$ cat src/rtl/asrg_ram.sv
// Generic single-port RAM with registered read.
`default_nettype none
module asrg_ram #(
	parameter int WIDTH = 32,
	parameter int DEPTH = 16
) (
	input wire logic clk,
	input wire logic we,
	input wire logic [$clog2(DEPTH)-1:0] addr,
	input wire logic [WIDTH-1:0] wdata,
	output logic [WIDTH-1:0] rdata
);
	logic [WIDTH-1:0] mem [DEPTH];

	always_ff @(posedge clk) begin
		if (we) mem[addr] <= wdata;
		rdata <= mem[addr];
	end
endmodule
`default_nettype wire

$ cat config.mk
export PLATFORM = sky130hd
export DESIGN_NAME = asrg_ram
export DESIGN_NICKNAME = d
export VERILOG_FILES = /design/src/rtl/asrg_ram.sv
export SDC_FILE = /design/constraint.sdc
export NUM_CORES = 1
export LEC_CHECK = 0
export ABC_AREA = 1
export BUFFER_PORTS_ARGS = -buffer_cell sky130_fd_sc_hd__buf_2
export CORE_UTILIZATION = 47
export DETAILED_ROUTE_END_ITERATION = 7
export GPL_TIMING_DRIVEN = 0
export PLACE_DENSITY_LB_ADDON = 0.3
export SYNTH_ARGS = -nofsm -noshare
export SYNTH_HDL_FRONTEND = slang
export SYNTH_SLANG_ARGS = --single-unit
$ cat constraint.sdc
create_clock -name clk -period 9.4 [get_ports clk]
set_input_delay 1.88 -clock clk [delete_from_list [all_inputs] [get_ports clk]]
set_output_delay 1.88 -clock clk [all_outputs]
set_load 0.02 [all_outputs]
==> flow_summary.json <==
{
  "run_status": "complete, no violations",
  "yosysMostFrequentCell": "nand2_1",
  "ys_seq_area_share_pct": 72.1,
  "worstRegToRegCells": 8,
  "finalCriticalPeriod_ns": 3.91,
  "grt_pass1_vias": 13661,
  "antenna_found_initial": 1,
  "synth-edff-count": 512,
  "fmax_mhz": 255,
  "min_period_over_period_pct": 41.6,
  "netlist_area_sq_mm": 0.0222,
  "slew_viol_final": 0,
  "clockRootBuffer": "clkbuf_16",
  "place_ws_ns": 4.86,
  "clock_skew_ns": 0.0248,
  "post_synth_num_cell_types": 13,
  "r2r_slack_ns": 8.35,
  "combPwrFrac_pct": 6.8,
  "worstPathMaxFanout": 17,
  "maxSlewHeadroom_pct": 46.5,
  "synthAdderAreaFrac_pct": 0,
  "worstHoldPathType": "reg -> reg",
  "crit_top_cell": "buf_2",
  "final_area_sq_mm": 0.0257,
  "drt_wl_total_um": 53600,
  "clkTransAtPathRegs_ns": 0.06,
  "grt.total_usage_pct": 22.6,
  "placed_cell_area_sq_mm": 0.0238,
  "netlist_instances": 2113,
  "setup_viol": 0,
  "synth_top_cell_area_share_pct": 69.2,
  "critPathCaptureType": "register",
  "ys_warn_count": 0,
  "ant_nets": 0,
  "p_leak_nw": 10.9,
  "gp_congestion": 0.811,
  "antenna_cells": 0,
  "fillers": 3854,
  "synth_nets": 2151,
  "drive_above_1_share_pct": 11.7,
  "htree_levels": 2,
  "drtIter0Drc": 1372,
  "ys.flop_type": "edfxtp_1",
  "synth_simple_gate_area_share_pct": 23.7,
  "clkLatencyLatePin_ns": 0.61,
  "p_clk_share_pct": 42.1,
  "timing_worst_setup_path_type": "in -> reg",
  "synthArstFlopShare_pct": 0,
  "fp.coreArea_sq_mm": 0.0466,
  "io_pins": 70,
  "die_h_um": 219,
  "instances_no_fill": 2909,
  "overflow": 0,
  "cts_resized": 0,
  "numPlacedInstances": 2803,
  "avgSynthCellArea_sq_um": 10.5,
  "initial_utilization_pct": 47.7,
  "num_rows": 79,
  "synth_area_leader_cell": "edfxtp_1",
  "arrival_ns": 4.21,
  "cts_setup_buffers": 0,
  "die_x_um": 219,
  "via_per_inst": 5.02,
  "cp_slowest_stage_delay_ns": 0.73,
  "vias": 14613,
  "synth_top_family_by_area": "simple AND/OR/NAND/NOR gates",
  "clock-sinks": 544,
  "port_buffers": 67,
  "p_sw_mw": 1.19,
  "cp_cell_sequence": "buf_2 > inv_1 > buf_2 > buf_2 > nand3_1 > nor2_4 > buf_16",
  "synth-seq-cells": 544,
  "hold_slack_ns": 0.698,
  "cts_buffers": 56,
  "whs_path_depth": 8,
  "wl_per_cell_um": 18.4,
  "power.share.sequential_pct": 51.1,
  "place_hpwl_um": 34900,
  "hold_violations": 0,
  "ir_drop_mv": 0.152,
  "drcViolationCount": 0,
  "area_growth_pct": 15.6,
  "rsz0062_at_grt": "false",
  "worstSetupStartpointType": "primary input",
  "final_net_count": 2292,
  "required_ns": 9.69,
  "finalSetupTns_ns": 0,
  "dr.pass1.iters": 5,
  "fin_ws_ns": 5.49,
  "dieArea_sq_mm": 0.0481,
  "ctsLongestPathBuffers": 3,
  "grt_max_degree": 25,
  "internal_power_mw": 4.14,
  "synth_compound_area_share_pct": 0,
  "synthTopCellsByArea": "edfxtp_1 69%, nand2_1 23%, dfxtp_1 2.9%",
  "switching_share_pct": 22.4,
  "slowest_stage": "nor2_4",
  "holdBufCountCts": 0,
  "muxShareOfSynthArea_pct": 0,
  "grt_first_pass_wirelength_um": 80300,
  "synth_xor_area_share_pct": 0,
  "max_cap_violations": 0,
  "cts_tree": "yes",
  "ys_top_cells_by_count": "1378 x nand2_1, 512 x edfxtp_1, 70 x inv_1",
  "pwr_density_cell_mw_per_mm2": 208,
  "tightest_slew_ns": 0.802
}
==> layout by cell type (no fill, tap or decap) <==
master and instances:
buf_8 1, edfxtp_1 512, clkbuf_8 3, nand3_1 4, clkinvlp_4 3, clkinv_1 12, buf_1 6, bufinv_16 7
inv_6 5, clkbuf_16 57, buf_16 8, buf_6 23, nor2_4 16, buf_4 17, nand2_1 1378, nor2_1 2
buf_12 8, clkinv_2 13, buf_2 108, inv_1 70, clkbuf_1 17, dfxtp_1 32
==> power groups by stage <==
stage	clock network [mW]	logic [mW]	registers, mW
6_report	2.25	0.360	2.72
5_1_grt	2.36	0.399	2.73
4_1_cts	2.27	0.362	2.72
3_5_place_dp	0	0.360	2.78
3_3_place_gp	0	0.343	2.78
2_1_floorplan	0	0.189	2.80
==> final cells by class <==
type / instances / area (sq um) / share of cell area, %
Tap cell: 607 / 759 / 2.96
Timing Repair Buffer: 83 / 716 / 2.79
Buffer: 98 / 667 / 2.60
Multi-Input combinational cell: 1400 / 5380 / 21.0
Sequential cell: 544 / 16000 / 62.4
Clock inverter: 39 / 378 / 1.47
Inverter: 71 / 272 / 1.06
Clock buffer: 67 / 1490 / 5.82
==> worst max-delay path, delay by kind of cell <==
family | cells | cell delay (ns)
simple gates | 2 | 1.11
buf+inv | 5 | 1.19
==> stage by stage <==
stage	power, mW	util [%]
after floorplan	2.99	-
after global placement	3.12	50.1
after detailed placement	3.14	51.1
after CTS	5.36	55.2
after global routing	5.49	55.2
final	5.33	55.2
==> routing by layer <==
metal	routed length, um	part of all wire [%]	global-route usage (%)
met2	26300	49	38.7
met3	3840	7.2	3.02
met5	9	0.017	0
met1	22300	42	30.1
met4	1140	2.1	6.74
==> state kept, by name (all words and copies together) (netlist names) <==
register  flops
rdata        32
mem         512
==> worst paths after layout <==
| path | start | endpoint |
|---|---|---|
| max reg2reg | mem[13][0] | rdata[0] |
| min | mem[0][29] | rdata[29] |
| max | addr[1] | mem[9][14] |
| min reg2reg | mem[0][29] | rdata[29] |
==> logic make-up (layout without fill, tap and decap cells) <==
kind of cell	Yosys count	count (layout)
buffers and inverters	169	358
DFF	544	544
and+or+nand+nor	1400	1400
(Power assumes the default switching activity.)
