==> src/rtl/asrg_pkg.sv <==
// Shared types, codes and constants for the angular sector ray geometry block.
`default_nettype none
package asrg_pkg;
	localparam logic [1:0] FUNC_WRITE = 2'd0;
	localparam logic [1:0] FUNC_LOCATE = 2'd1;
	localparam logic [1:0] FUNC_RAY = 2'd2;
	localparam logic [1:0] FUNC_NEAR = 2'd3;

	localparam logic signed [31:0] NORM_MAX = 32'sh4000_0000;
	localparam logic signed [31:0] NORM_MIN = -32'sh4000_0000;

	// MAC unit controls
	typedef struct packed {
		logic clr;
		logic acc;
	} mac_ctl_t;

	// divider controls
	typedef struct packed {
		logic start;
	} div_ctl_t;

	function automatic logic signed [31:0] clamp_norm(input logic signed [31:0] v);
		logic signed [31:0] r;
		r = v;
		if (v > NORM_MAX) r = NORM_MAX;
		if (v < NORM_MIN) r = NORM_MIN;
		return r;
	endfunction

	function automatic logic signed [63:0] sat64(input logic signed [65:0] v);
		logic signed [63:0] r;
		r = v[63:0];
		if (v > 66'sh0_7FFF_FFFF_FFFF_FFFF) r = 64'sh7FFF_FFFF_FFFF_FFFF;
		if (v < -66'sh0_8000_0000_0000_0000) r = 64'sh8000_0000_0000_0000;
		return r;
	endfunction
endpackage
`default_nettype wire

==> src/rtl/asrg_mac.sv <==
// Shared multiply-accumulate: one 32x32 product per cycle into a 66-bit sum.
`default_nettype none
module asrg_mac (
	input wire logic clk,
	input wire asrg_pkg::mac_ctl_t ctl,
	input wire logic signed [31:0] a,
	input wire logic signed [31:0] b,
	output logic signed [65:0] acc
);
	import asrg_pkg::*;
	logic signed [63:0] prod_s1;
	logic clr_s1, acc_s1;

	// product register, then accumulate
	always_ff @(posedge clk) begin
		prod_s1 <= a * b;
		clr_s1 <= ctl.clr;
		acc_s1 <= ctl.acc;
		if (clr_s1) acc <= 66'(prod_s1);
		else if (acc_s1) acc <= acc + 66'(prod_s1);
	end
endmodule
`default_nettype wire

==> config.mk <==
export PLATFORM = sky130hd
export DESIGN_NAME = asrg_mac
export DESIGN_NICKNAME = d
export VERILOG_FILES = /design/src/rtl/asrg_pkg.sv /design/src/rtl/asrg_mac.sv
export SDC_FILE = /design/constraint.sdc
export NUM_CORES = 2
export LEC_CHECK = 0
export BUFFER_PORTS_ARGS = -buffer_cell sky130_fd_sc_hd__buf_4
export CORE_MARGIN = 4
export CORE_UTILIZATION = 60
export DETAILED_ROUTE_END_ITERATION = 6
export PLACE_DENSITY_LB_ADDON = 0.2
export SLEW_MARGIN = 10
export SYNTH_ARGS = -nofsm -noshare
export SYNTH_HDL_FRONTEND = slang
export SYNTH_SLANG_ARGS = --single-unit
==> constraint.sdc <==
create_clock -name clk -period 8.24 [get_ports clk]
set_input_delay 0.824 -clock clk [delete_from_list [all_inputs] [get_ports clk]]
set_output_delay 0.824 -clock clk [all_outputs]
set_load 0.02 [all_outputs]
==> results.txt <==
The run finished with clean final reports. Using the TritonRoute via totals, the vias-per-cell ratio works out to 5.549. Category of the worst setup path capture point: a flop.

The data arrival time of the worst path was 8.23 ns. The number of gates resized after CTS was 0. The fraction of layout instances using a drive strength above 1 was 6.729%; the layout overhead on the synthesized area was 6.600%.

Averaged over all synthesized cells, the footprint is 9.271 um2. The initialized floorplan defines 99 standard-cell rows. Of the synthesized area, sequential elements account for 7.488%. The number of CTS-inserted buffers was 17. For this block, the routed nets add up to 112700 um of wire. For the final database, setup skew stands at 0.01053 ns. Setup repair after global routing left no endpoint under its margin. Entering global routing, the biggest net connects 113 pins. Synthesis produced 4758 cells. The largest area contributor in the netlist was sky130_fd_sc_hd__fa_1. Gate family responsible for the most delay along the worst path: adder cells.

At the pin with the least slew margin, the transition time is 0.9763 ns. The count of buffers from port buffering is 132, and the detailed-route wire length per cell is 19.57 um. The share of Yosys cell area claimed by the top area cell type was 49.15%; the fraction of the cycle the final worst path needs was 95.45%. Summing every instance area after synthesis gives 44110 um2. The most numerous cell type found on the critical path is sky130_fd_sc_hd__fa_1.

The top-level port count was 133; the final-report hold violation count was 0. Yosys instantiated no cell more often than sky130_fd_sc_hd__fa_1. For the starting density of the core, the log shows 60.46%.

On the worst path, the slowest cell contributes a delay of 0.58 ns. For the post-route DRC violation count, the log shows 0. The tools report the initial antenna violation count as 2.

The H-tree depth reported by CTS was 4. In the synthesized netlist, the cells that appear most often are sky130_fd_sc_hd__fa_1, sky130_fd_sc_hd__inv_1, sky130_fd_sc_hd__nand2_1. Fill cells in the final layout number 6013.

In the global route stage, overall resource usage came out at 30.25%. The floorplan die height works out to 279.1 um. The critical path in this run is classified as in -> reg.

Cell with the largest stage delay on the worst path: sky130_fd_sc_hd__fa_1. For this run the aggregate overflow at the end of global routing stands at 0. The die covers 77920 um2. STA puts the critical path data required time at 8.61 ns. Ranked by total cell area, the synthesized netlist is headed by sky130_fd_sc_hd__fa_1, sky130_fd_sc_hd__inv_1, sky130_fd_sc_hd__and2_1.

In this run, synthesis inferred 66 flip-flops with an integrated enable. The post-placement cell area was 46450 um2. The via total after detailed routing came out at 31962. The shortest period the worst path allows was 7.865 ns; the clock input transition at the sequential cells of the worst setup and hold paths was 0.06 ns.

Synthesis produced a netlist with a net count of 6157. Post-CTS timing repair inserted 0 buffers for setup. From left edge to right edge, the die measures 279.1 um.

The routability-driven placement congestion ratio was 0.9228; the count of hold buffers inserted by post-cts repair was 0. With fillers left out, the area of the finished cells amounts to 47020 um2. The multi-input combinational cells in the finished layout cover a total of 35950 um2. The synthesized design contains 132 register bits. For the total of max-cap violations, the log shows 0.

The global-route wire length before repair came out at 187400 um. The logs give 34833 for the via count of the first global-routing pass and 0.43 ns for the later-pin clock latency in the skew report. Yosys printed 0 warnings.

The number of violations reported at the end of detailed-routing iteration 0 was 2428; the total clock sinks was 132. For the maximum root-to-sink buffer count, the log shows 2. Top flip-flop cell by instance count after synthesis: sky130_fd_sc_hd__edfxtp_1. The number of buffers and inverters on the critical path came out at 5.

TritonCTS built the clock tree. The worst min-delay path category was in -> reg. After synthesis, the share of flip-flops with an asynchronous set or reset is 0%. Static timing analysis puts the maximum clock frequency at 127.1 MHz. Setup violations remaining at the end of the flow were counted as 0. The netlist uses 77 different library cells. The HPWL after detailed placement is 96350 um.

The tools report the clock tree root buffer cell as sky130_fd_sc_hd__clkbuf_16. Along the worst path, the maximum fanout reaches 32. Final antenna-violating net count: 0.

At the end of the flow, the number of nets in the layout was 6186. After floorplanning, the core was sized to cover 72960 um2. The count of final max-slew check failures came out at 0. The worst setup path is launched from an input pin.

The first detailed-routing pass took 6 iterations. The sequential cell area in the final layout is 3307 um2, and the worst slew slack as a fraction of its limit is 34.91%.
## worst register-to-register path: stages, from the launching register on
cell and delay (ns):
sky130_fd_sc_hd__edfxtp_1 0.44, sky130_fd_sc_hd__ha_1 0.26, sky130_fd_sc_hd__inv_1 0.07, sky130_fd_sc_hd__fa_1 0.21, sky130_fd_sc_hd__nor2b_1 0.08, sky130_fd_sc_hd__o2111ai_1 0.23
sky130_fd_sc_hd__nand3_1 0.19, sky130_fd_sc_hd__a221o_1 0.43, sky130_fd_sc_hd__a41oi_1 0.53, sky130_fd_sc_hd__o311ai_1 0.21, sky130_fd_sc_hd__a21oi_1 0.26, sky130_fd_sc_hd__o21ai_1 0.17
sky130_fd_sc_hd__a31oi_1 0.28, sky130_fd_sc_hd__xor2_1 0.20, sky130_fd_sc_hd__o21ai_0 0.09
## through the flow
step / util (%) / hold slack (ns) / cells / worst slack (ns) / TNS, ns
finish: 64.45 / 0.4941 / 5760 / 0.3750 / 0
global route: 64.45 / 0.4768 / 5760 / 0.08162 / 0
CTS: 64.45 / 0.4765 / 5759 / 0.4052 / 0
detailed placement: 63.66 / 0.5320 / 5727 / -0.03373 / -0.03373
global placement: 63.66 / 0.5186 / 5727 / 0.09279 / 0
floorplan: - / 0.4983 / 4758 / 0.1241 / 0
## layer usage
layer | vias to the layer above | GRT usage (%) | routed length [um] | share of wire, %
met5 | - | 0 | 7 | 0.0062
met4 | 2 | 6.486 | 2112 | 1.9
met3 | 154 | 6.413 | 10440 | 9.3
met2 | 1301 | 46.46 | 50430 | 45
met1 | 16277 | 45.04 | 49710 | 44
li1 | 14228 | - | - | -
## placed cells by master (no fill, tap or decap), types with 5 or more instances in the layout
| cell | n |
|---|---|
| sky130_fd_sc_hd__o21bai_1 | 21 |
| sky130_fd_sc_hd__ha_1 | 249 |
| sky130_fd_sc_hd__a211o_1 | 5 |
| sky130_fd_sc_hd__o211ai_1 | 13 |
| sky130_fd_sc_hd__a211oi_1 | 15 |
| sky130_fd_sc_hd__nor2b_1 | 17 |
| sky130_fd_sc_hd__clkbuf_16 | 18 |
| sky130_fd_sc_hd__xor2_1 | 47 |
| sky130_fd_sc_hd__edfxtp_1 | 66 |
| sky130_fd_sc_hd__inv_1 | 1032 |
| sky130_fd_sc_hd__o31ai_1 | 10 |
| sky130_fd_sc_hd__or2_2 | 5 |
| sky130_fd_sc_hd__and4_1 | 6 |
| sky130_fd_sc_hd__nor4b_1 | 5 |
| sky130_fd_sc_hd__nor3_1 | 25 |
| sky130_fd_sc_hd__nand4_1 | 26 |
| sky130_fd_sc_hd__a31oi_1 | 15 |
| sky130_fd_sc_hd__nor3b_1 | 6 |
| sky130_fd_sc_hd__dfxtp_1 | 65 |
| sky130_fd_sc_hd__nor2_1 | 90 |
| sky130_fd_sc_hd__buf_4 | 260 |
| sky130_fd_sc_hd__or3_1 | 7 |
| sky130_fd_sc_hd__and2_1 | 510 |
| sky130_fd_sc_hd__buf_12 | 8 |
| sky130_fd_sc_hd__nand2b_1 | 20 |
| sky130_fd_sc_hd__xnor2_1 | 82 |
| sky130_fd_sc_hd__o21a_1 | 15 |
| sky130_fd_sc_hd__o21ai_1 | 6 |
| sky130_fd_sc_hd__a21oi_1 | 127 |
| sky130_fd_sc_hd__a21o_1 | 75 |
| sky130_fd_sc_hd__nand2_1 | 623 |
| sky130_fd_sc_hd__and3_1 | 12 |
| sky130_fd_sc_hd__o21ai_0 | 118 |
| sky130_fd_sc_hd__nand3_1 | 36 |
| sky130_fd_sc_hd__fa_1 | 1083 |
## flip-flops by register name, indices dropped and copies added, names as in the netlist
signal,count
clr_s1,1
acc_s1,1
prod_s1,64
acc,66
## path summary, 6_finish.rpt
check | from | end | slack, ns | cells after the start
max | b[11] | prod_s1[50]$_DFF_P_ | 0.38 | 26
min | ctl[0] | acc_s1$_DFF_P_ | 0.49 | 1
max reg2reg | acc[0]$_DFFE_PP_ | acc[42]$_DFFE_PP_ | 4.30 | 14
min reg2reg | prod_s1[7]$_DFF_P_ | acc[7]$_DFFE_PP_ | 0.55 | 2
## final cells by class
type / count / share of cell area (%)
clock buffers: 25 / 1.078
well taps: 959 / 2.552
flip-flops and latches: 132 / 7.033
inverters: 1032 / 8.238
clock inverters: 7 / 0.1437
repair buffers: 268 / 4.492
multi-input cells: 3336 / 76.46
diodes: 1 / 0.005322
## cells by family (layout without fill, tap and decap cells)
logic type / Yosys count / count (layout) / synth area share [%]
adder cells (fa/ha/maj): 1332 / 1332 / 56.21
other: 0 / 1 / 0
flip-flops: 132 / 132 / 7.488
XOR/XNOR: 129 / 129 / 2.561
buffers and inverters: 1290 / 1332 / 11.01
AND/OR/NAND/NOR: 1400 / 1400 / 15.75
AO/OA/AOI/OAI: 472 / 472 / 6.904
multiplexers: 3 / 3 / 0.07375
Power is not shown: default switching activity piles up to over one toggle a cycle in this logic, so the estimate is an artifact.
