`config.mk`:
```
export PLATFORM = sky130hd
export DESIGN_NAME = asrg_div
export DESIGN_NICKNAME = d
export VERILOG_FILES = /design/src/rtl/asrg_pkg.sv /design/src/rtl/asrg_div.sv
export SDC_FILE = /design/constraint.sdc
export NUM_CORES = 1
export LEC_CHECK = 0
export BUFFER_PORTS_ARGS = -buffer_cell sky130_fd_sc_hd__buf_2
export CORE_MARGIN = 5
export CORE_UTILIZATION = 43
export CTS_BUF_LIST = sky130_fd_sc_hd__clkbuf_2
export DETAILED_ROUTE_END_ITERATION = 7
export GPL_ROUTABILITY_DRIVEN = 1
export GPL_TIMING_DRIVEN = 0
export PLACE_DENSITY = 0.64
export REMOVE_ABC_BUFFERS = 1
export SKIP_CTS_REPAIR_TIMING = 1
export SYNTH_ARGS = -nofsm -noshare
export SYNTH_HDL_FRONTEND = slang
export SYNTH_SLANG_ARGS = --single-unit
```
`constraint.sdc`:
```
create_clock -name clk -period 4.8 [get_ports clk]
set_input_delay 0.24 -clock clk [delete_from_list [all_inputs] [get_ports clk]]
set_output_delay 0.24 -clock clk [all_outputs]
set_load 0.02 [all_outputs]
```
`src/rtl/asrg_pkg.sv`:
```
// Shared types, codes and constants for the angular sector ray geometry block.
`default_nettype none
package asrg_pkg;
	localparam logic [1:0] FUNC_WRITE = 2'd0;
	localparam logic [1:0] FUNC_LOCATE = 2'd1;
	localparam logic [1:0] FUNC_RAY = 2'd2;
	localparam logic [1:0] FUNC_NEAR = 2'd3;

	localparam logic signed [31:0] NORM_MAX = 32'sh4000_0000;
	localparam logic signed [31:0] NORM_MIN = -32'sh4000_0000;

	// MAC unit controls
	typedef struct packed {
		logic clr;
		logic acc;
	} mac_ctl_t;

	// divider controls
	typedef struct packed {
		logic start;
	} div_ctl_t;

	function automatic logic signed [31:0] clamp_norm(input logic signed [31:0] v);
		logic signed [31:0] r;
		r = v;
		if (v > NORM_MAX) r = NORM_MAX;
		if (v < NORM_MIN) r = NORM_MIN;
		return r;
	endfunction

	function automatic logic signed [63:0] sat64(input logic signed [65:0] v);
		logic signed [63:0] r;
		r = v[63:0];
		if (v > 66'sh0_7FFF_FFFF_FFFF_FFFF) r = 64'sh7FFF_FFFF_FFFF_FFFF;
		if (v < -66'sh0_8000_0000_0000_0000) r = 64'sh8000_0000_0000_0000;
		return r;
	endfunction
endpackage
`default_nettype wire

```
`src/rtl/asrg_div.sv`:
```
// Radix-2 signed divider: truncating, saturated to 32 bits, one bit a cycle.
`default_nettype none
module asrg_div (
	input wire logic clk,
	input wire logic arst_n,
	input wire asrg_pkg::div_ctl_t ctl,
	input wire logic signed [63:0] num,
	input wire logic signed [63:0] den,
	output logic busy,
	output logic signed [31:0] quo
);
	import asrg_pkg::*;
	logic [63:0] rem_q, dv_q, q_q;
	logic [6:0] cnt_q;
	logic neg_q;
	logic [64:0] trial;
	logic [63:0] un, ud;

	assign un = num[63] ? 64'(-num) : num;
	assign ud = den[63] ? 64'(-den) : den;
	assign trial = {rem_q, q_q[63]} - {1'b0, dv_q};

	// one quotient bit per cycle, shifted in from the bottom of q_q
	always_ff @(posedge clk or negedge arst_n) begin
		if (!arst_n) begin
			busy <= 1'b0;
			cnt_q <= '0;
		end else if (ctl.start) begin
			busy <= 1'b1;
			cnt_q <= 7'd64;
			rem_q <= '0;
			q_q <= un;
			dv_q <= ud;
			neg_q <= num[63] ^ den[63];
		end else if (busy) begin
			if (!trial[64]) begin
				rem_q <= trial[63:0];
				q_q <= {q_q[62:0], 1'b1};
			end else begin
				rem_q <= {rem_q[62:0], q_q[63]};
				q_q <= {q_q[62:0], 1'b0};
			end
			cnt_q <= cnt_q - 7'd1;
			if (cnt_q == 7'd1) busy <= 1'b0;
		end
	end

	// saturate magnitude and apply sign
	always_comb begin
		logic [32:0] mag;
		mag = (q_q[63:32] != 0) ? 33'h1_0000_0000 : {1'b0, q_q[31:0]};
		if (neg_q) quo = (mag > 33'h0_8000_0000) ? 32'sh8000_0000 : 32'(-mag);
		else quo = (mag > 33'h0_7FFF_FFFF) ? 32'sh7FFF_FFFF : mag[31:0];
	end
endmodule
`default_nettype wire

```
==> reports/metrics.cfg, run 1 <==
[status]
outcome = finished, violations left
violations = negative setup slack

[setup_path]
crit_path_max_fanout = 12
cp-end-kind = output pin
crit_type = flop to output pin
path_buf_inv = 2
crit_chain = or3_4, or3_4, or4_4, or4_4, or4_4, o21ai_4, buf_12, nand2_8, nor3b_2, a21oi_1, o21ai_0, buf_4
crit_arrival_ns = 4.87
cpPeakStageDelay_ns = 0.47
crit_cells = 12
crit_top_cell = or4_4
crit_slowest_cell = edfxtp_1
reg2reg_depth = 11
critPathRequiredTime_ns = 4.56
critPathLaunchType = flop
cp_top_family = simple AND/OR/NAND/NOR gates

[grt]
grt_pass1_vias = 14300
grt_first_pass_wirelength_um = 72500
grt_usage = 0.2082
grt_max_degree = 123
grt_antenna_before_repair = 3
grt-ovfl-total = 0

[placement]
port_buffers = 163
pre_cts_slack_ns = -0.5247
place_area_mm2 = 0.01758
place.gp.congestion = 0.8981
dp_hpwl_um = 32350

[detailed_routing]
drt-total-wl_um = 50940
wl_per_cell_um = 17.77
dr.pass1.iters = 5
drt.antenna.violating_nets = 0
viasPerCell = 5.692
drcViolationCount = 0
vias = 16320
first_iter_violations = 1231

[sta]
slew_viol_final = 0
finClkSkew_ns = 0.05764
finalSetupViolCount = 30
rsz0062_at_grt = yes
period_needed_ns = 5.107
post-route-period-util = 1.064
maxSlewHeadroom = 0.05982
worst_pin_slew_ns = 1.410
fmax_mhz = 195.8
whs_ns = 0.08121
finalWorstSetupSlack_ns = -0.3066
hold_violations = 0

[synth]
synth_top_area_cell = edfxtp_1
syn_inst = 1942
synth.most_common_cell = nand2_1
synth-seq-cells = 201
synth.yosys.warnings = 0
synth_area_leaders = edfxtp_1, a21oi_1, ha_1
synth_edf_count = 193
synth_top_area_share = 0.3533
synth-main-ff-cell = edfxtp_1
synthDistinctLibCells = 73
synth_common_cells = nand2_1, edfxtp_1, nor2_1
async_reset_ff_frac = 0.03980
seq_area_frac_synth = 0.3655
syn_avg_cell_area_um2 = 8.447
synth_area_mm2 = 0.01640

[die]
row_count = 71
die_x_um = 205.3
dieArea_mm2 = 0.04215
core_area_mm2 = 0.03767
dieHeight_um = 205.3
start_util = 0.4355
io_pins = 164

[clock_tree]
worstSkewPairLatency_ns = 1.00
clk_pin_slew_ns = 0.10
clock_sinks = 201
cts_tree = done
htree_levels = 2
clock_path_buffers = 3
cts-root-buf = clkbuf_2
cts_buffers = 56

[final_layout]
syn2layout_area_growth_pct = 28.05
fill_cells = 3486
layout-drive-gt1-share = 0.1610
final_util = 0.5576
postLayoutCellArea_mm2 = 0.02100
nets = 2517

[power]
power_density_mw_per_mm2 = 314.3
p_leak_nw = 8.228
p_total_mw = 6.601
vdd_ir_drop_max_mv = 0.1585

[hold_path]
min_path_type = input pin to asynchronous set/reset pin

[flow_run]
max-cap-violations = 0

[flip-flops by register name, indices dropped and copies added (netlist names)]
name,count
busy,1
cnt_q,7
dv_q,64
neg_q,1
q_q,64
rem_q,64
[power breakdown]
group	leakage, nW	internal (mW)	total (mW)	switching [mW]
logic	5.89	1.23	2.89	1.66
clock network	0.368	0.456	1.25	0.795
registers	1.97	2.24	2.46	0.212
total	8.23	3.93	6.60	2.67
[metal layers]
metal  share of wire  global-route usage  wire length (um)  vias up
met5         0.00014                   0                 7        -
met4           0.023             0.06459              1153        2
met3           0.058             0.03830              2951       86
met2            0.49              0.3446             25030      545
met1            0.43              0.2782             21810     7741
li1                -                   -                 -     7944
[worst paths after layout]
check / endpoint / slack, ns / startpoint
setup / recovery: quo[9] / -0.31 / q_q[17]
hold / removal: cnt_q[5] / 0.08 / arst_n
setup reg to reg: rem_q[54] / 0.39 / rem_q[4]
hold reg to reg: cnt_q[6] / 0.52 / cnt_q[6]
max in group asynchronous: busy / 4.44 / arst_n
min in group clk: neg_q / 0.08 / num[63]
[area by class of cell]
cell class,instances,area (um^2),area share
Multi-Input combinational cell,1531,9941,0.4733
Sequential cell,201,6000,0.2856
Antenna cell,2,5.005,0.0002383
Timing Repair Buffer,424,3558,0.1694
Clock inverter,16,76.32,0.003634
Tap cell,511,639.4,0.03044
Inverter,101,379.1,0.01805
Clock buffer,81,405.4,0.01930
[placed cells by master (no fill, tap or decap), types with 8 or more instances in the layout]
cell type,count
a21boi_0,8
a21o_1,33
a21oi_1,177
a311oi_1,47
a31oi_1,8
a32oi_1,8
and2_1,8
and3_1,11
buf_2,133
buf_4,48
buf_6,8
clkbuf_2,82
clkinv_1,10
dlygate4sd3_1,227
edfxtp_1,193
ha_1,69
inv_1,101
nand2_1,212
nand2b_1,19
nand3_1,31
nand4_1,33
nor2_1,188
nor2b_1,8
nor3_1,32
nor3_2,12
nor3b_2,10
nor4_1,23
o21ai_0,125
o21ai_1,20
o21bai_1,11
o31ai_1,38
o41ai_1,19
or2_2,9
or3_1,32
or4_1,16
xnor2_1,99
xor2_1,84
[through the flow]
stage | cells | setup TNS, ns
after floorplan | 1826 | -86.47
after global placement | 2500 | -403.71
after detailed placement | 2506 | -13.56
after CTS | 2603 | -46.48
after global routing | 2867 | -9.818
final | 2867 | -5.572
[cells by family after synthesis]
logic type,share of synthesized area
AND/OR/NAND/NOR,0.2048
AO/OA/AOI/OAI,0.2217
buffers and inverters,0.05111
flip-flops,0.3655
XOR/XNOR,0.09771
adder cells (fa/ha/maj),0.05461
multiplexers,0.004500
[tightest hold or removal path: stages]
cell	delay [ns]
dlygate4sd3_1	0.54
buf_4	0.36
buf_16	0.31
Power figures use the tool's default switching activity.
==> run 2, diff against run 1 <==
--- a/config.mk
+++ b/config.mk
@@ -6,6 +6,7 @@
 export NUM_CORES = 1
 export LEC_CHECK = 0
 export BUFFER_PORTS_ARGS = -buffer_cell sky130_fd_sc_hd__buf_2
+export CORE_ASPECT_RATIO = 0.9
 export CORE_MARGIN = 5
 export CORE_UTILIZATION = 43
 export CTS_BUF_LIST = sky130_fd_sc_hd__clkbuf_2
==> reports/metrics.cfg, run 2 (synthesis gave the netlist of run 1 again) <==
[die]
dieArea_mm2 = 0.04216  ; about the same
dieHeight_um = 195.3  ; -4.9%
core_area_mm2 = 0.03747  ; -0.51%
io_pins = 164  ; unchanged
row_count = 67  ; -5.6%
die_x_um = 215.9  ; +5.1%
start_util = 0.4377  ; +0.002254

[setup_path]
critPathLaunchType = flop
crit_end = quo[23]
ff2ff_setup_slack_ns = 0.28  ; -0.11 ns
r2r_start = q_q[63]
r2r-end = rem_q[53]
crit_path_max_fanout = 12  ; unchanged
reg2reg_depth = 13  ; +2
cp-end-kind = output pin
crit_type = flop to output pin
cp-startpoint = q_q[16]
critPathRequiredTime_ns = 4.56  ; about the same
crit_arrival_ns = 4.83  ; -0.04 ns

[placement]
port_buffers = 163  ; unchanged
dp_hpwl_um = 32480  ; +0.40%
place.gp.congestion = 0.9032  ; +0.57%
dp.cells = 2479  ; -1.1%
place_area_mm2 = 0.01757  ; about the same
pre_cts_slack_ns = -0.5950  ; -0.07027 ns

[grt]
grt_usage = 0.2049  ; -0.003332
grt-ovfl-total = 0  ; unchanged
grt_pass1_vias = 14470  ; +1.2%
grt_antenna_before_repair = 5  ; +2
grt_max_degree = 126  ; +2.4%
grt_first_pass_wirelength_um = 73200  ; +0.97%

[power]
power_density_mw_per_mm2 = 316.8  ; +0.80%
seq_power_share = 0.372  ; about the same
p_comb_frac = 0.434  ; -0.005
switching_power_mw = 2.627  ; -1.6%
vdd_ir_drop_max_mv = 0.1787  ; +13%
p_sw_frac = 0.3985  ; -0.006109
p_total_mw = 6.593  ; -0.12%
p_int_mw = 3.966  ; +0.91%
p_leak_nw = 8.158  ; -0.84%
power.share.clock = 0.194  ; +0.004

[sta]
rsz0062_at_grt = yes
post-route-period-util = 1.056  ; -0.007787
hold_violations = 0  ; unchanged
maxSlewHeadroom = 0.06829  ; +0.008467
finClkSkew_ns = 0.1063  ; +0.04871 ns
finalSetupViolCount = 28  ; -6.7%
period_needed_ns = 5.069  ; -0.03738 ns
whs_ns = 0.1130  ; +0.03180 ns
finalWorstSetupSlack_ns = -0.2693  ; +0.03738 ns
worst_pin_slew_ns = 1.398  ; -0.01270 ns
slew_viol_final = 0  ; unchanged
fmax_mhz = 197.3  ; +0.74%
setup_tns_ns = -4.722  ; +0.8506 ns

[final_layout]
final_util = 0.5554  ; -0.002223
layout-drive-gt1-share = 0.1593  ; -0.001707
postLayoutCellArea_mm2 = 0.02081  ; -0.91%
final_cells = 2815  ; -1.8%
syn2layout_area_growth_pct = 26.88
layout_commonest_cell = dlygate4sd3_1
nets = 2494  ; -0.91%
top_regs = dv_q (64), q_q (64), rem_q (64)
fill_cells = 3295  ; -5.5%
final_cell_mix = dlygate4sd3_1, nand2_1, edfxtp_1

[clock_tree]
cts_buffers = 53  ; -5.4%
clk_pin_slew_ns = 0.11  ; about the same
cts_tree = done
cts-root-buf = clkbuf_2
htree_levels = 2  ; unchanged
clock_path_buffers = 3  ; unchanged
clock_sinks = 201  ; unchanged
worstSkewPairLatency_ns = 0.96  ; -0.04 ns

[detailed_routing]
viasPerCell = 5.760  ; +1.2%
vias = 16210  ; -0.64%
dr.pass1.iters = 5  ; unchanged
drcViolationCount = 0  ; unchanged
first_iter_violations = 1352  ; +9.8%
drt.antenna.violating_nets = 0  ; unchanged
drt-total-wl_um = 49840  ; -2.2%
wl_per_cell_um = 17.71  ; -0.36%

[status]
violations = negative setup slack
outcome = finished, violations left

[hold_path]
min_path_type = input pin to flop

[flow_run]
max-cap-violations = 0  ; unchanged

-- run 2: cell count changes in the layout (fill, tap and decap cells not counted), sizes merged --
cell | before | now
diode | 2 | 3
o21a | 7 | 6
clkinvlp | 2 | 1
or2 | 16 | 15
bufinv | 0 | 1
buf | 196 | 189
nand2 | 215 | 214
dlygate4sd3 | 227 | 216
clkinv | 14 | 7
clkbuf | 82 | 85
-- run 2: metal layers --
layer,global-route usage,share of wire
met5,0,0.00070
met4,0.05404,0.025
met1,0.2863,0.45
met2,0.3259,0.46
met3,0.04196,0.065
-- run 2: power groups by stage --
stage / clock network (mW) / registers, mW / logic (mW)
3_5_place_dp: 0 / 2.48 / 2.52
4_1_cts: 1.31 / 2.44 / 2.54
3_3_place_gp: 0 / 2.49 / 2.46
2_1_floorplan: 0 / 2.43 / 1.83
5_1_grt: 1.41 / 2.48 / 3.16
6_report: 1.28 / 2.45 / 2.86
-- run 2: critical path: stages, from the launching register on --
cell,delay [ns]
edfxtp_1,0.51
or3_4,0.38
or3_4,0.35
or4_4,0.49
or4_4,0.43
or4_4,0.47
o21ai_4,0.22
buf_12,0.16
nand2_8,0.12
nor3b_2,0.24
a21oi_1,0.06
o21ai_1,0.23
buf_4,0.19
-- run 2: final cells by class --
class                   instances  area [um^2]  area share
inverters                     101        379.1     0.01822
well taps                     483        604.3     0.02904
clock inverters                 9        65.06    0.003126
repair buffers                407         3422      0.1644
diodes                          3        7.507   0.0003607
clock buffers                  83        415.4     0.01996
flip-flops and latches        201         6000      0.2883
multi-input cells            1528         9920      0.4766
-- run 2: worst min-delay path by stage --
stage | startpoint | to | slack (ns) | cells past startpoint
floorplan | arst_n | busy | -0.06 | 0
global placement | den[0] | dv_q[0] | 0.47 | 1
detailed placement | den[0] | dv_q[0] | 0.47 | 1
CTS | den[0] | dv_q[0] | -0.52 | 1
global route | den[0] | dv_q[0] | 0.04 | 2
finish | den[0] | dv_q[0] | 0.11 | 2
==> run 3, diff against run 2 <==
--- a/config.mk
+++ b/config.mk
@@ -8,12 +8,12 @@
 export BUFFER_PORTS_ARGS = -buffer_cell sky130_fd_sc_hd__buf_2
 export CORE_ASPECT_RATIO = 0.9
 export CORE_MARGIN = 5
-export CORE_UTILIZATION = 43
+export CORE_UTILIZATION = 45
 export CTS_BUF_LIST = sky130_fd_sc_hd__clkbuf_2
 export DETAILED_ROUTE_END_ITERATION = 7
 export GPL_ROUTABILITY_DRIVEN = 1
 export GPL_TIMING_DRIVEN = 0
-export PLACE_DENSITY = 0.64
+export PLACE_DENSITY = 0.67
 export REMOVE_ABC_BUFFERS = 1
 export SKIP_CTS_REPAIR_TIMING = 1
 export SYNTH_ARGS = -nofsm -noshare
==> reports/metrics.cfg, run 3 (synthesis gave the netlist of run 1 again) <==
[status]
outcome = finished, violations left
violations = negative setup slack

[setup_path]
r2r_start = q_q[63]
critPathRequiredTime_ns = 4.56  ; about the same
critPathLaunchType = flop
crit_type = flop to output pin
crit_arrival_ns = 4.83  ; about the same
crit_slowest_cell = edfxtp_1
crit_top_cell = or4_4
ff2ff_setup_slack_ns = 0.39  ; +0.11 ns
cp-end-kind = output pin
reg2reg_depth = 13  ; unchanged
crit_chain = or3_4, or3_4, or4_4, or4_4, or4_4, o21ai_4, buf_12, nand2_4, nor3b_2, a21oi_1, o21ai_1, buf_4
crit_path_max_fanout = 12  ; unchanged
cpPeakStageDelay_ns = 0.52  ; about the same
r2r-end = rem_q[57]

[detailed_routing]
first_iter_violations = 1402  ; +3.7%
wl_per_cell_um = 17.89  ; +1.0%
routed-wl-met3_um = 3442  ; +5.9%
dr.pass1.iters = 5  ; unchanged
drcViolationCount = 0  ; unchanged
top_layer = met5
drt-total-wl_um = 50210  ; +0.75%
wl_met2_um = 23590  ; +2.2%
viasPerCell = 5.825  ; +1.1%
vias = 16350  ; +0.84%
drt.antenna.violating_nets = 0  ; unchanged
met1_length_um = 22150  ; -0.43%

[power]
power_density_mw_per_mm2 = 318.5  ; +0.54%
p_comb_frac = 0.431  ; -0.003
power.share.clock = 0.198  ; +0.004
vdd_ir_drop_max_mv = 0.1804  ; +0.95%
p_int_mw = 3.968  ; about the same
p_leak_nw = 8.145  ; -0.17%
seq_power_share = 0.372  ; about the same
p_sw_frac = 0.3986  ; about the same
switching_power_mw = 2.630  ; +0.11%

[grt]
grt-ovfl-total = 0  ; unchanged
grt_usage = 0.2174  ; +0.01250
grt_max_degree = 137  ; +8.7%
grt_antenna_before_repair = 3  ; -2
grt_first_pass_wirelength_um = 73380  ; +0.24%
grt_pass1_vias = 14620  ; +0.99%

[sta]
finalWorstSetupSlack_ns = -0.2723  ; -0.003018 ns
post-route-period-util = 1.057  ; about the same
rsz0062_at_grt = yes
slew_viol_final = 0  ; unchanged
hold_violations = 0  ; unchanged
period_needed_ns = 5.072  ; +0.003018 ns
finClkSkew_ns = 0.1085  ; +0.002174 ns
maxSlewHeadroom = 0.06333  ; -0.004960
worst_pin_slew_ns = 1.405  ; +0.007440 ns
finalSetupViolCount = 28  ; unchanged
fmax_mhz = 197.2  ; about the same

[die]
dieHeight_um = 191.1  ; -2.1%
io_pins = 164  ; unchanged
core_area_mm2 = 0.03609  ; -3.7%
dieArea_mm2 = 0.04038  ; -4.2%
start_util = 0.4545  ; +0.01680
die_x_um = 211.3  ; -2.1%
row_count = 66  ; -1.5%

[final_layout]
final_cell_mix = dlygate4sd3_1, nand2_1, edfxtp_1
fill_cells = 3193  ; -3.1%
layout_commonest_cell = dlygate4sd3_1
syn2layout_area_growth_pct = 26.29
final_util = 0.5741  ; +0.01865
top_regs = dv_q (64), q_q (64), rem_q (64)
nets = 2488  ; -0.24%
layout-drive-gt1-share = 0.1589  ; -0.0003611
final_cells = 2807  ; -0.28%

[clock_tree]
clk_pin_slew_ns = 0.11  ; about the same
cts-root-buf = clkbuf_2
htree_levels = 2  ; unchanged
clock_sinks = 201  ; unchanged
clock_path_buffers = 3  ; unchanged
cts_buffers = 54  ; +1.9%
worstSkewPairLatency_ns = 0.96  ; about the same
cts_tree = done

[placement]
place.gp.congestion = 0.9116  ; +0.93%
dp.cells = 2471  ; -0.32%
dp_hpwl_um = 32390  ; -0.30%
port_buffers = 163  ; unchanged

[hold_path]
min_path_type = input pin to asynchronous set/reset pin

[flow_run]
max-cap-violations = 0  ; unchanged

run 3: changes by cell type in the layout (fill, tap and decap cells not counted), sizes merged:
cell,previous run,this run
clkbuf,85,86
dlygate4sd3,216,213
nor2,193,192
clkinv,7,9
nand2,214,215
buf,189,187
inv,101,103
clkinvlp,1,0
run 3: area by class of cell:
type	count	area, um^2	area share
tap	476	595.6	0.02875
sequential	201	6000	0.2896
multi-input combinational	1528	9913	0.4785
antenna	3	7.507	0.0003624
timing repair buffer	400	3317	0.1601
clock inverter	12	73.82	0.003563
inverter	101	379.1	0.01830
clock buffer	86	430.4	0.02078
run 3: power by group through the flow:
stage / registers (mW) / clock network (mW) / logic (mW)
6_report: 2.45 / 1.30 / 2.84
5_1_grt: 2.48 / 1.44 / 3.14
4_1_cts: 2.44 / 1.34 / 2.54
3_5_place_dp: 2.48 / 0 / 2.52
3_3_place_gp: 2.49 / 0 / 2.46
2_1_floorplan: 2.43 / 0 / 1.83
run 3: per-layer routing:
layer  vias to the layer above  track usage
met5                         -            0
met4                         2      0.06058
met3                        87      0.04726
met2                       632       0.3461
met1                      7752       0.3002
li1                       7877            -
run 3: worst max-delay path by stage:
stage | startpoint | end | slack [ns] | depth (start not counted)
after floorplan | busy | q_q[0] | -1.35 | 2
after global placement | busy | q_q[50] | -4.34 | 2
after detailed placement | q_q[63] | rem_q[60] | -0.61 | 13
after CTS | q_q[18] | quo[27] | -1.17 | 11
after global routing | q_q[16] | quo[17] | -0.38 | 13
final | q_q[16] | quo[6] | -0.27 | 12
run 3: worst max-delay path: cells and delay by family, from the launching register on:
| family | cells | cell delay (ns) |
|---|---|---|
| AOI/OAI and AO/OA | 3 | 0.45 |
| buffers and inverters | 2 | 0.35 |
| and+or+nand+nor | 7 | 2.55 |
| DFF | 1 | 0.52 |
run 3: stage by stage:
stage	setup TNS [ns]	total power, mW	instance area [um^2]	setup WS [ns]	hold WS [ns]
5_1_grt	-8.915	7.055	20710	-0.3815	0.07689
6_report	-4.912	6.598	20720	-0.2723	0.1319
3_5_place_dp	-17.22	4.999	17530	-0.6131	0.4693
4_1_cts	-45.95	6.322	18030	-1.168	-0.5015
2_1_floorplan	-86.47	4.262	15940	-1.351	-0.05559
3_3_place_gp	-405.46	4.949	17360	-4.341	0.4676
